<file path="src/rtl/lph_pkg.sv">
// Shared types, codes and constants for the landmark polygon heuristic block.
// No dependencies; imported by lph_alu, the top module and the testbench.
package lph_pkg;

  // Default sizes of the stores
  localparam int MAX_VERTICES_DEF  = 1024;
  localparam int MAX_LANDMARKS_DEF = 16;

  // Field widths fixed by the interface
  localparam int VTX_W  = 10;
  localparam int LMK_W  = 4;
  localparam int DIST_W = 10;
  localparam int CNT_W  = 5;
  localparam int ACC_W  = 12;  // signed width of the shared subtractor

  // Reset value of the landmark count register
  localparam logic [CNT_W-1:0] LMK_COUNT_RESET = 5'd16;

  // Request codes
  localparam logic [1:0] REQ_WR_VTX = 2'd0;
  localparam logic [1:0] REQ_WR_MAT = 2'd1;
  localparam logic [1:0] REQ_QUERY  = 2'd2;

  // Configuration register indexes
  localparam logic REG_LMK_COUNT = 1'b0;

  // One vertex store entry: owner and distance to that owner
  typedef struct packed {
    logic              owned;
    logic [LMK_W-1:0]  owner;
    logic              finite;
    logic [DIST_W-1:0] hops;
  } vtx_entry_t;

  // One landmark matrix entry
  typedef struct packed {
    logic              finite;
    logic [DIST_W-1:0] hops;
  } mat_entry_t;

  // Sequencer states
  typedef enum logic [3:0] {
    ST_CLEAR,
    ST_IDLE,
    ST_QS,
    ST_QT,
    ST_QV,
    ST_QM,
    ST_ABS1,
    ST_ABS2,
    ST_P1A,
    ST_P1B,
    ST_P2A,
    ST_P2B,
    ST_DONE
  } state_t;

  // Control of the shared subtract / max unit
  typedef struct packed {
    logic clr;       // clear the running maximum
    logic use_tmp;   // minuend is the held partial difference
    logic abs_sel;   // take the magnitude of the difference
    logic load_tmp;  // hold the difference for the next step
    logic upd;       // fold the difference into the running maximum
  } alu_ctl_t;

endpackage

</file>
<file path="src/rtl/lph_alu.sv">
// Shared subtract, magnitude and running-maximum unit of the heuristic block.
// Depends on lph_pkg for the control struct and widths.
module lph_alu (
  input  logic                       clk,
  input  logic                       rst_n,
  input  lph_pkg::alu_ctl_t          ctl,
  input  logic [lph_pkg::DIST_W-1:0] op_a,
  input  logic [lph_pkg::DIST_W-1:0] op_b,
  output logic [lph_pkg::DIST_W-1:0] h_max
);
  import lph_pkg::*;

  logic signed [ACC_W-1:0] tmp_r;
  logic signed [ACC_W-1:0] minuend;
  logic signed [ACC_W-1:0] diff;
  logic signed [ACC_W-1:0] res;
  logic [DIST_W-1:0]       h_r;

  // One subtractor; the minuend is a fresh operand or the held partial
  always_comb begin
    minuend = ctl.use_tmp ? tmp_r : $signed({2'b00, op_a});
    diff    = minuend - $signed({2'b00, op_b});
    res     = (ctl.abs_sel && diff[ACC_W-1]) ? -diff : diff;
  end

  // Partial difference for the two-step polygon terms
  always_ff @(posedge clk) begin
    if (ctl.load_tmp) begin
      tmp_r <= diff;
    end
  end

  // Running maximum, floor of zero
  always_ff @(posedge clk) begin
    if (!rst_n) begin
      h_r <= '0;
    end else if (ctl.clr) begin
      h_r <= '0;
    end else if (ctl.upd && (res > $signed({2'b00, h_r}))) begin
      h_r <= res[DIST_W-1:0];
    end
  end

  assign h_max = h_r;

endmodule

</file>
<file path="config.mk">
export PLATFORM = sky130hd
export DESIGN_NAME = lph_alu
export DESIGN_NICKNAME = d
export VERILOG_FILES = /design/src/rtl/lph_pkg.sv /design/src/rtl/lph_alu.sv
export SDC_FILE = /design/constraint.sdc
export NUM_CORES = 1
export LEC_CHECK = 0
export BUFFER_PORTS_ARGS = -buffer_cell sky130_fd_sc_hd__buf_2
export CORE_MARGIN = 4
export CORE_UTILIZATION = 35
export DETAILED_ROUTE_END_ITERATION = 12
export HOLD_SLACK_MARGIN = 0.02
export MAX_ROUTING_LAYER = met4
export PLACE_DENSITY_LB_ADDON = 0.12
export SYNTH_ARGS = -nofsm -noshare
export SYNTH_HDL_FRONTEND = slang
export SYNTH_SLANG_ARGS = --single-unit
</file>
<file path="constraint.sdc">
create_clock -name clk -period 5.5 [get_ports clk]
set_clock_uncertainty 0.2 [all_clocks]
set_input_delay 1.1 -clock clk [delete_from_list [all_inputs] [get_ports clk]]
set_output_delay 1.1 -clock clk [all_outputs]
set_load 0.01 [all_outputs]
</file>
# Word-level counts from Yosys, hierarchy flattened
# Cells that the tools add are included.
# op_classes
n_bitwise,1
magnitude_cmp,1
add_sub_neg,2
n_reduce_logical,3
mux,2
# op_table
operator,count
12-bit 2-to-1 mux,2
12-bit by 11-bit > comparator with 1-bit output,1
12-bit negation,1
12-bit by 11-bit subtractor with 12-bit output,1
1-bit logical AND,2
2-bit OR reduction,1
1-bit NOT,1
# totals
register_bits,22
out_inout_bits,10
input_bits,27
word_cells,11

# Depth between registers and ports, before layout
# Gate-level depths: netlist of the first run.
# logic_depth
word_depth,6
depth_mapped,21
depth_no_buf,20

# Worst setup path after synthesis of the first run
# Ideal clock, no wire load.
# synth_timing
path_kind,input-to-reg
startpoint,input ctl[3] (netlist name)
endpoint,"register h_r[3], in the netlist h_max[3]"
path_stages,17
slack_ps,215
n_path_buf,1
t_required_ps,5178
setup_ps,122
t_arrival_ps,4962
path_cell_list,buf_1 > mux2_2 > ha_1 > a211oi_2 > nor2_1 > or3_1 > and2_2 > nor4b_1 > nor2_1 > xor2_1 > ha_1 > nand4_1 > o211a_1 > o221a_2 > and2_4 > o211ai_1 > o21ai_1
# synth_via
elab_chain_len,6
elab_cells_between_ends,7
cone_classes,add/sub (2); order compare (1); mux (2); reduce/logical (2)
# synth_rtl
element,line_no,rtl
"start, declared",lph_alu.sv:6,"input lph_pkg::alu_ctl_t ctl,"
12-bit 2-to-1 mux,lph_alu.sv:21,"minuend = ctl.use_tmp ? tmp_r : $signed({2'b00, op_a});"
12-bit by 11-bit subtractor with 12-bit output,lph_alu.sv:22,"diff = minuend - $signed({2'b00, op_b});"
named net diff[5],lph_alu.sv:15,logic signed [ACC_W-1:0] diff;
12-bit negation,lph_alu.sv:23,res = (ctl.abs_sel && diff[ACC_W-1]) ? -diff : diff;
12-bit 2-to-1 mux,lph_alu.sv:23,
named net res[7],lph_alu.sv:16,logic signed [ACC_W-1:0] res;
12-bit by 11-bit > comparator with 1-bit output,lph_alu.sv:39,"end else if (ctl.upd && (res > $signed({2'b00, h_r}))) begin"
1-bit logical AND,lph_alu.sv:39,
"end signal, assigned",lph_alu.sv:40,h_r <= res[DIST_W-1:0];
"end, declared",lph_alu.sv:17,logic [DIST_W-1:0] h_r;
# The timed path passes the listed nets, and every way through them passes these cells.
# A chain may end at the register's enable or synchronous reset.

# Final worst setup path of the first run
# layout_timing
startpoint,input ctl[3] (netlist name)
endpoint,"register h_r[9], in the netlist h_max[9]"
# layout_via
elab_chain_len,6
elab_cells_between_ends,7
cone_classes,add/sub (2); order compare (1); mux (2); reduce/logical (2)
# layout_rtl
element,line_no
12-bit 2-to-1 mux (*),lph_alu.sv:21
12-bit by 11-bit subtractor with 12-bit output (*),lph_alu.sv:22
12-bit negation / 1-bit logical AND (equally long branches),lph_alu.sv:23
12-bit 2-to-1 mux (*),lph_alu.sv:23
named net res[5],lph_alu.sv:16
12-bit by 11-bit > comparator with 1-bit output (*),lph_alu.sv:39
1-bit logical AND (*),lph_alu.sv:39
# The timed path passes the listed nets; every way through them passes the cells marked *.

==> flow_summary.toml, run 1 <==
[finish]
design_area_mm2 = 0.00246
drive_gt1_frac = 0.283
syn2layout_area_growth_pct = 22.0
n_fill_cell = 569
nNetsFinal = 330
finalNonFillerCells = 351
final_cell_mix = "buf_2, inv_1, ha_1, buf_4, nand2_1"
diodes = 0
final_common_cell = "buf_2"

[logic_synthesis]
netlist.area_leader.share = 0.178
synth.cell_area_mm2 = 0.00202
synth_edf_count = 12
yosysSeqAreaShare = 0.277
syn_area_per_cell_um2 = 8.90
ys_types = 52
synthArstFlopShare = 0
synth_nets = 277
ys.flop_type = "edfxtp_1"
synth_area_leader_cell = "edfxtp_1"
synth_top_cells_by_area = "edfxtp_1, ha_1, dfxtp_1"
syn_inst = 227
synth_seq_cells = 22
yosys_warnings = 0

[clock_network]
clock_latency_ns = 0.27
cts_buffers = 3
h-tree-depth = 1
cts_hold_buf = 0
cts_root_buf = "clkbuf_8"
cts_buffer_depth = 2
cts_setup_buffers = 0
cts_sinks = 22
path_clk_slew_ns = 0.09
cts_tree = "built"
ctsResizeCount = 0

[floorplan]
die_w_um = 84.0
io-pin-count = 37
die_h_um = 84.0
design.core.area_mm2 = 0.00554
die_area_mm2 = 0.00705
start_util = 0.365
rows = 27

[global_route]
antenna_found_initial = 0
grt_pass1_wl_um = 8340
grt_start_max_net_pins = 14
groute.usage.overall = 0.148
grt-ovfl-total = 0
first_global_vias = 1785

[sta]
slew_violations = 0
slew_headroom = 0.450
fin_ws_ns = 0.388
rsz0062_at_grt = "false"
hold_viol = 0
setup_violations = 0
period_needed_ns = 5.11
tns_ns = 0
min_period_over_period = 0.929
worstMarginPinSlew_ns = 0.823
fmax_ghz = 0.196

[worst_setup_path]
cpMaxStageDelayCell = "or2_2"
crit_type = "in -> reg"
crit_chain = "buf_2 > buf_4 > mux2_2 > ha_1 > nand3_1 > nor2_1 > a21boi_1 > nor3_1 > buf_4 > or2_2 > o31ai_1 > xnor2_1 > ha_1 > a21oi_1 > nor2b_1 > o21ai_0 > o211a_1 > o221a_2 > and2_4 > nor2_8 > o31ai_1"
critical_path_buf_inv_count = 3
cp.arrival_ns = 5.09
cp-start-kind = "primary input"
crit_fanout = 10
max_stage_delay_ns = 0.35
crit_family = "compound AO/OA/AOI/OAI gates"
worst-endpoint-required_ns = 5.48
endpoint_kind = "flip-flop"

[power]
combPwrFrac = 0.618
p_leak_uw = 0.00110
p_sw_frac = 0.425
power_frac_clock = 0.145
p_sw_uw = 412
ir_drop_v = 0.000165
p_int_uw = 557
p_per_area_mw_per_mm2 = 393
finalPower_uw = 968
pwr-share-seq = 0.237

[status]
status = "completed"

[detailed_routing]
drt-total-wl_um = 4870
post_drt_wl_per_cell_um = 13.9
ant_nets = 0
firstDrtPassIters = 4
num_vias = 1789
first_iter_violations = 53
viasPerCell = 5.10
drcViolationCount = 0

[place]
pre_cts_ws_ns = -0.0451
post_dp_cell_area_mm2 = 0.00240
placedCellCount = 347
place_hpwl_um = 3960
gp_congestion = 0.785
io_buffers = 36

[worst_hold_path]
hold_class = "reg -> reg"

[job]
max_cap_violations = 0
[through the flow]
stage,util,hold slack [ns]
floorplan,-,0.308
CTS,0.444,0.305
finish,0.445,0.304
detailed placement,0.432,0.282
global route,0.445,0.331
global placement,0.432,0.285
[registers in the layout, summed over array words and instances, names as in the netlist]
register  count
h_max        10
tmp_r        12
[final timing paths]
| check | startpoint | to | slack [ns] | cells past startpoint |
|---|---|---|---|---|
| hold / removal | h_max[1] | h_max[1] | 0.30 | 2 |
| hold reg to reg | h_max[1] | h_max[1] | 0.30 | 2 |
| setup / recovery | ctl[3] | h_max[9] | 0.39 | 21 |
| setup reg to reg | tmp_r[1] | h_max[9] | 1.17 | 18 |
[layout make-up]
type	count	area, um^2	area share
Multi-Input combinational cell	175	1350	0.548
Sequential cell	22	561	0.227
Timing Repair Buffer	52	300	0.122
Inverter	26	97.6	0.0396
Tap cell	72	90.1	0.0365
Clock buffer	4	66.3	0.0269
[worst min-delay path, delay by kind of cell (launching register included)]
family / cells / cell delay [ns]
AO/OA/AOI/OAI: 1 / 0.07
flip-flops: 1 / 0.32
buffers and inverters: 1 / 0.07
[power groups by stage]
stage	combinational, uW	sequential, uW	clock [uW]
finish	598	230	140
CTS	599	230	148
global route	678	234	152
floorplan	425	235	0
global placement	605	233	0
detailed placement	595	234	0
[per-layer routing]
metal  track usage  vias to the layer above  wire, um
met5             -                        -         0
met1         0.191                      811      2370
met2         0.243                       35      2250
li1              -                      939         -
met4        0.0263                        0        31
met3        0.0326                        4       211
[cells in the mapped netlist (3+ instances only)]
cell,n
nor2b_1,4
xnor2_1,9
inv_1,26
nand2_1,15
xor2_1,5
nand4_1,9
mux2_2,8
nand2b_1,5
dfxtp_1,10
o211ai_1,4
a21oi_1,14
o31ai_1,8
nor3_1,4
clkbuf_1,3
ha_1,22
nor2_1,14
edfxtp_1,12
nand3_1,3
o21ai_1,3
o21ai_0,10
[logic make-up after synthesis]
logic type,after synthesis,share of synthesized area
xor+xnor,14,0.0607
flops,22,0.277
fa+ha+maj,23,0.146
buf+inv,30,0.0557
compound gates,62,0.224
mux,11,0.0619
simple gates,65,0.175
(Power assumes the default switching activity.)
==> run 2, diff against run 1 <==
--- a/config.mk
+++ b/config.mk
@@ -6,7 +6,7 @@
 export NUM_CORES = 1
 export LEC_CHECK = 0
 export BUFFER_PORTS_ARGS = -buffer_cell sky130_fd_sc_hd__buf_2
-export CORE_MARGIN = 4
+export CORE_MARGIN = 2
 export CORE_UTILIZATION = 35
 export DETAILED_ROUTE_END_ITERATION = 12
 export HOLD_SLACK_MARGIN = 0.02
==> run 2 against run 1 <==
  * Non-clock buffer count grew 5
  * Flip-flop and latch count is the same
  * Cell area grew 0.51%
  * First-iteration DRC count grew 77%
  * Combinational power grew 3.8%
  * Worst hold slack gained 0.0076 ns
  * Critical endpoint is now h_max[1]
  * Clock power shrank 24%
  * Critical path depth is the same
  * Via count grew 2.1%
  * Utilization grew 0.23 points
  * Critical path type unchanged
  * Cell count grew 1.1%
  * Die area shrank 9.3%
==> flow_summary.toml, run 2 (same netlist as run 1, synthesis figures left out) <==
[sta]
min_period_over_period = 0.933
slew_violations = 0
slew_headroom = 0.449
tns_ns = 0
setup_violations = 0
rsz0062_at_grt = "false"
period_needed_ns = 5.13
worstMarginPinSlew_ns = 0.825
fmax_ghz = 0.195
hold_viol = 0

[floorplan]
design.core.area_mm2 = 0.00554
start_util = 0.365
die_w_um = 80.0
die_area_mm2 = 0.00640
io-pin-count = 37
rows = 27
die_h_um = 80.0

[finish]
final_common_cell = "buf_2"
diodes = 0
nNetsFinal = 335
n_fill_cell = 593
final_cell_mix = "buf_2, inv_1, ha_1, buf_4, nand2_1"
final-seq-area_um2 = 561
design_area_mm2 = 0.00248
largest_register_ffs = 12
syn2layout_area_growth_pct = 22.6
utilization = 0.447
multi_input_area_mm2 = 0.00135
drive_gt1_frac = 0.290
finalNonFillerCells = 355
regMostFlops = "tmp_r"

[worst_setup_path]
crit_type = "in -> reg"
r2r-end = "h_max[1]"
r2r_start = "tmp_r[1]"
endpoint_kind = "flip-flop"
crit_family = "compound AO/OA/AOI/OAI gates"
worst-endpoint-required_ns = 5.48
cp.depth = 21
max_stage_delay_ns = 0.33
crit_fanout = 13
crit_chain = "clkbuf_4 > buf_4 > mux2_2 > ha_1 > a21oi_1 > o22ai_1 > or2_2 > nor3_1 > buf_4 > or2_2 > o31ai_1 > xnor2_1 > ha_1 > a21oi_1 > nor2b_1 > o21ai_0 > o211a_1 > o221a_2 > and2_4 > nor2_8 > o31ai_1"
ff2ff_setup_slack_ns = 1.14
cp-start-kind = "primary input"
cpMaxStageDelayCell = "ha_1"
cp.arrival_ns = 5.11
r2r_cells = 18
critical_path_buf_inv_count = 3

[place]
place_hpwl_um = 3990
post_dp_cell_area_mm2 = 0.00243
placedCellCount = 352
io_buffers = 36
gp_congestion = 0.816

[global_route]
grt_pass1_wl_um = 8160
antenna_found_initial = 0
groute.usage.overall = 0.170
grt-ovfl-total = 0
first_global_vias = 1716
grt_start_max_net_pins = 14

[clock_network]
cts_buffers = 3
clock_latency_ns = 0.27
path_clk_slew_ns = 0.08
ctsResizeCount = 0
h-tree-depth = 1
cts_root_buf = "clkbuf_8"
cts_hold_buf = 0
cts_sinks = 22
cts_tree = "built"
cts_buffer_depth = 2
cts_setup_buffers = 0

[job]
max_cap_violations = 0

[power]
ir_drop_v = 0.000216
finalPower_uw = 958
p_leak_uw = 0.00111
p_per_area_mw_per_mm2 = 387

[detailed_routing]
ant_nets = 0
first_iter_violations = 94
viasPerCell = 5.14
num_vias = 1826
post_drt_wl_per_cell_um = 14.1
firstDrtPassIters = 4
drt-total-wl_um = 5000
drcViolationCount = 0

[worst_hold_path]
hold_path_depth = 2
hold_class = "reg -> reg"
hp-start = "h_max[6]"
whs_endpoint = "h_max[6]"

[status]
status = "completed"
[run 2: cell types whose count changed in the layout (fill, tap and decap cells not counted), sizes merged]
| cell | previous run | this run |
|---|---|---|
| buf | 52 | 56 |
[run 2: worst reg2reg max path, delay by kind of cell (launching register included)]
| family | cells | cell delay (ns) |
|---|---|---|
| DFF | 1 | 0.39 |
| adders and majority gates | 2 | 0.58 |
| buffers and inverters | 2 | 0.26 |
| muxes | 1 | 0.26 |
| xor gates and xnor gates | 1 | 0.15 |
| and+or+nand+nor | 8 | 1.38 |
| AOI/OAI and AO/OA | 4 | 1.06 |
[run 2: stage by stage]
stage / setup WS, ns / hold WS (ns)
4_1_cts: 0.182 / 0.313
3_5_place_dp: -0.0671 / 0.289
5_1_grt: 0.0199 / 0.334
6_report: 0.368 / 0.312
3_3_place_gp: -0.0874 / 0.286
2_1_floorplan: 0.215 / 0.308
[run 2: layer usage]
metal / vias up / track usage / part of all wire
met2: 31 / 0.283 / 0.49
met3: 5 / 0.0181 / 0.031
met5: - / - / 0
li1: 946 / - / -
met1: 844 / 0.217 / 0.47
met4: 0 / 0.0508 / 0.012
[run 2: report_power, final]
part	internal (uW)	total (uW)	leakage (uW)	switching, uW
sequential	216	230	0.000199	14.3
clock	49.1	107	0.0000216	57.7
combinational	275	621	0.000887	345
[run 2: cell type report]
class,count,share of cell area
clock buffers,3,0.0167
inverters,26,0.0394
multi-input cells,175,0.544
flip-flops and latches,22,0.226
well taps,72,0.0364
repair buffers,57,0.137
[run 2: worst max path at each step]
stage / slack [ns] / endpoint / from
after global routing: 0.02 / h_max[1] / ctl[3]
after detailed placement: -0.07 / h_max[1] / ctl[3]
after global placement: -0.09 / h_max[7] / ctl[3]
after floorplan: 0.22 / h_max[3] / ctl[3]
after CTS: 0.18 / h_max[1] / ctl[3]
final: 0.37 / h_max[1] / ctl[3]
==> run 3, diff against run 2 <==
--- a/config.mk
+++ b/config.mk
@@ -6,6 +6,7 @@
 export NUM_CORES = 1
 export LEC_CHECK = 0
 export BUFFER_PORTS_ARGS = -buffer_cell sky130_fd_sc_hd__buf_2
+export CORE_ASPECT_RATIO = 0.75
 export CORE_MARGIN = 2
 export CORE_UTILIZATION = 35
 export DETAILED_ROUTE_END_ITERATION = 12
==> run 3 against run 2 <==
  * Via count shrank 2.2%
  * First-iteration DRC count grew 5.3%
  * Power shrank 3.6%
  * Worst hold slack lost 0.015 ns
  * Highest routed layer unchanged
==> flow_summary.toml, run 3 (same netlist as run 1, synthesis figures left out) <==
[place]
gp_congestion = 0.895
io_buffers = 36
placedCellCount = 345
place_hpwl_um = 4000

[clock_network]
cts_buffer_depth = 2
clock_latency_ns = 0.26
cts_setup_buffers = 0
cts_buffers = 3
cts_sinks = 22
path_clk_slew_ns = 0.08
cts_root_buf = "clkbuf_8"
cts_tree = "built"
h-tree-depth = 1

[worst_setup_path]
ff2ff_setup_slack_ns = 1.16
cp-start-kind = "primary input"
worst-endpoint-required_ns = 5.47
cp.arrival_ns = 5.12
endpoint_kind = "flip-flop"
crit_type = "in -> reg"
crit_fanout = 9

[status]
status = "completed"

[finish]
finalNonFillerCells = 348
nNetsFinal = 325
final_common_cell = "buf_2"
final_cell_mix = "buf_2, inv_1, ha_1, nand2_1"
drive_gt1_frac = 0.267
syn2layout_area_growth_pct = 19.2
regMostFlops = "tmp_r"
largest_register_ffs = 12
diodes = 0
n_fill_cell = 563

[detailed_routing]
first_iter_violations = 99
drt-total-wl_um = 4830
post_drt_wl_per_cell_um = 13.9
firstDrtPassIters = 4
drcViolationCount = 0
viasPerCell = 5.13
num_vias = 1786
ant_nets = 0

[floorplan]
design.core.area_mm2 = 0.00547
die_area_mm2 = 0.00640
die_h_um = 69.8
die_w_um = 91.7
rows = 23
io-pin-count = 37
start_util = 0.370

[sta]
slew_violations = 0
fmax_ghz = 0.194
slew_headroom = 0.448
setup_violations = 0
hold_viol = 0
worstMarginPinSlew_ns = 0.826
period_needed_ns = 5.14
rsz0062_at_grt = "false"
min_period_over_period = 0.935
tns_ns = 0

[power]
ir_drop_v = 0.000140
p_leak_uw = 0.00106
p_per_area_mw_per_mm2 = 383

[global_route]
antenna_found_initial = 0
first_global_vias = 1708
grt_start_max_net_pins = 13
grt_pass1_wl_um = 8190
grt-ovfl-total = 0
groute.usage.overall = 0.162

[job]
max_cap_violations = 0

[worst_hold_path]
hold_class = "reg -> reg"
run 3: critical path, cell delays in order:
cell and delay, ns:
buf_2 0.20, buf_4 0.21, mux2_2 0.35, ha_1 0.35, nand3_1 0.13, nor2_1 0.20, a21boi_1 0.31, nor3_2 0.11
nor2_1 0.28, nor2_1 0.07, a21oi_1 0.19, ha_1 0.28, nor2b_1 0.13, o21ai_0 0.14, nand2b_1 0.07, a21oi_1 0.14
o211a_1 0.15, o221a_2 0.21, and2_4 0.20, nor2_8 0.06, o31ai_1 0.22
run 3: area by class of cell:
class | instances | area (um^2) | share of cell area
Multi-Input combinational cell | 175 | 1350 | 0.562
Sequential cell | 22 | 561 | 0.233
Clock buffer | 3 | 41.3 | 0.0171
Tap cell | 75 | 93.8 | 0.0390
Timing Repair Buffer | 47 | 263 | 0.109
Inverter | 26 | 97.6 | 0.0405
run 3: metrics by stage:
| stage | util | hold slack [ns] | instance area (um^2) | setup slack (ns) | total power (uW) |
|---|---|---|---|---|---|
| floorplan | - | 0.308 | 2020 | 0.215 | 660 |
| finish | 0.441 | 0.297 | 2410 | 0.356 | 923 |
| global route | 0.441 | 0.329 | 2410 | 0.0394 | 1020 |
| CTS | 0.440 | 0.306 | 2400 | 0.314 | 933 |
| detailed placement | 0.432 | 0.290 | 2360 | 0.0589 | 822 |
| global placement | 0.432 | 0.285 | 2360 | 0.0157 | 829 |
run 3: timing repair:
| action | CTS | global route |
|---|---|---|
| endpoints found under the setup margin | 0 | 7 |
| resized for setup | 0 | 2 |
| hold buffers | 0 | 0 |
| hold endpoints to repair | 0 | 0 |
run 3: final timing paths:
check | startpoint | to | cells after the start
min | h_max[6] | h_max[6] | 2
min reg2reg | h_max[6] | h_max[6] | 2
max reg2reg | tmp_r[3] | h_max[9] | 17
max | ctl[3] | h_max[9] | 21
run 3: power breakdown:
part           internal (uW)  leakage [uW]  total, uW  switching [uW]
clock                   48.9     0.0000216        102            52.6
combinational            255      0.000841        591             335
sequential               216      0.000199        231            15.0
run 3: routing by layer:
layer | track usage | part of all wire | wire length, um
met4 | 0.0199 | 0.0041 | 20
met2 | 0.233 | 0.40 | 1930
met1 | 0.240 | 0.55 | 2660
met5 | - | 0 | 0
met3 | 0.0315 | 0.046 | 220
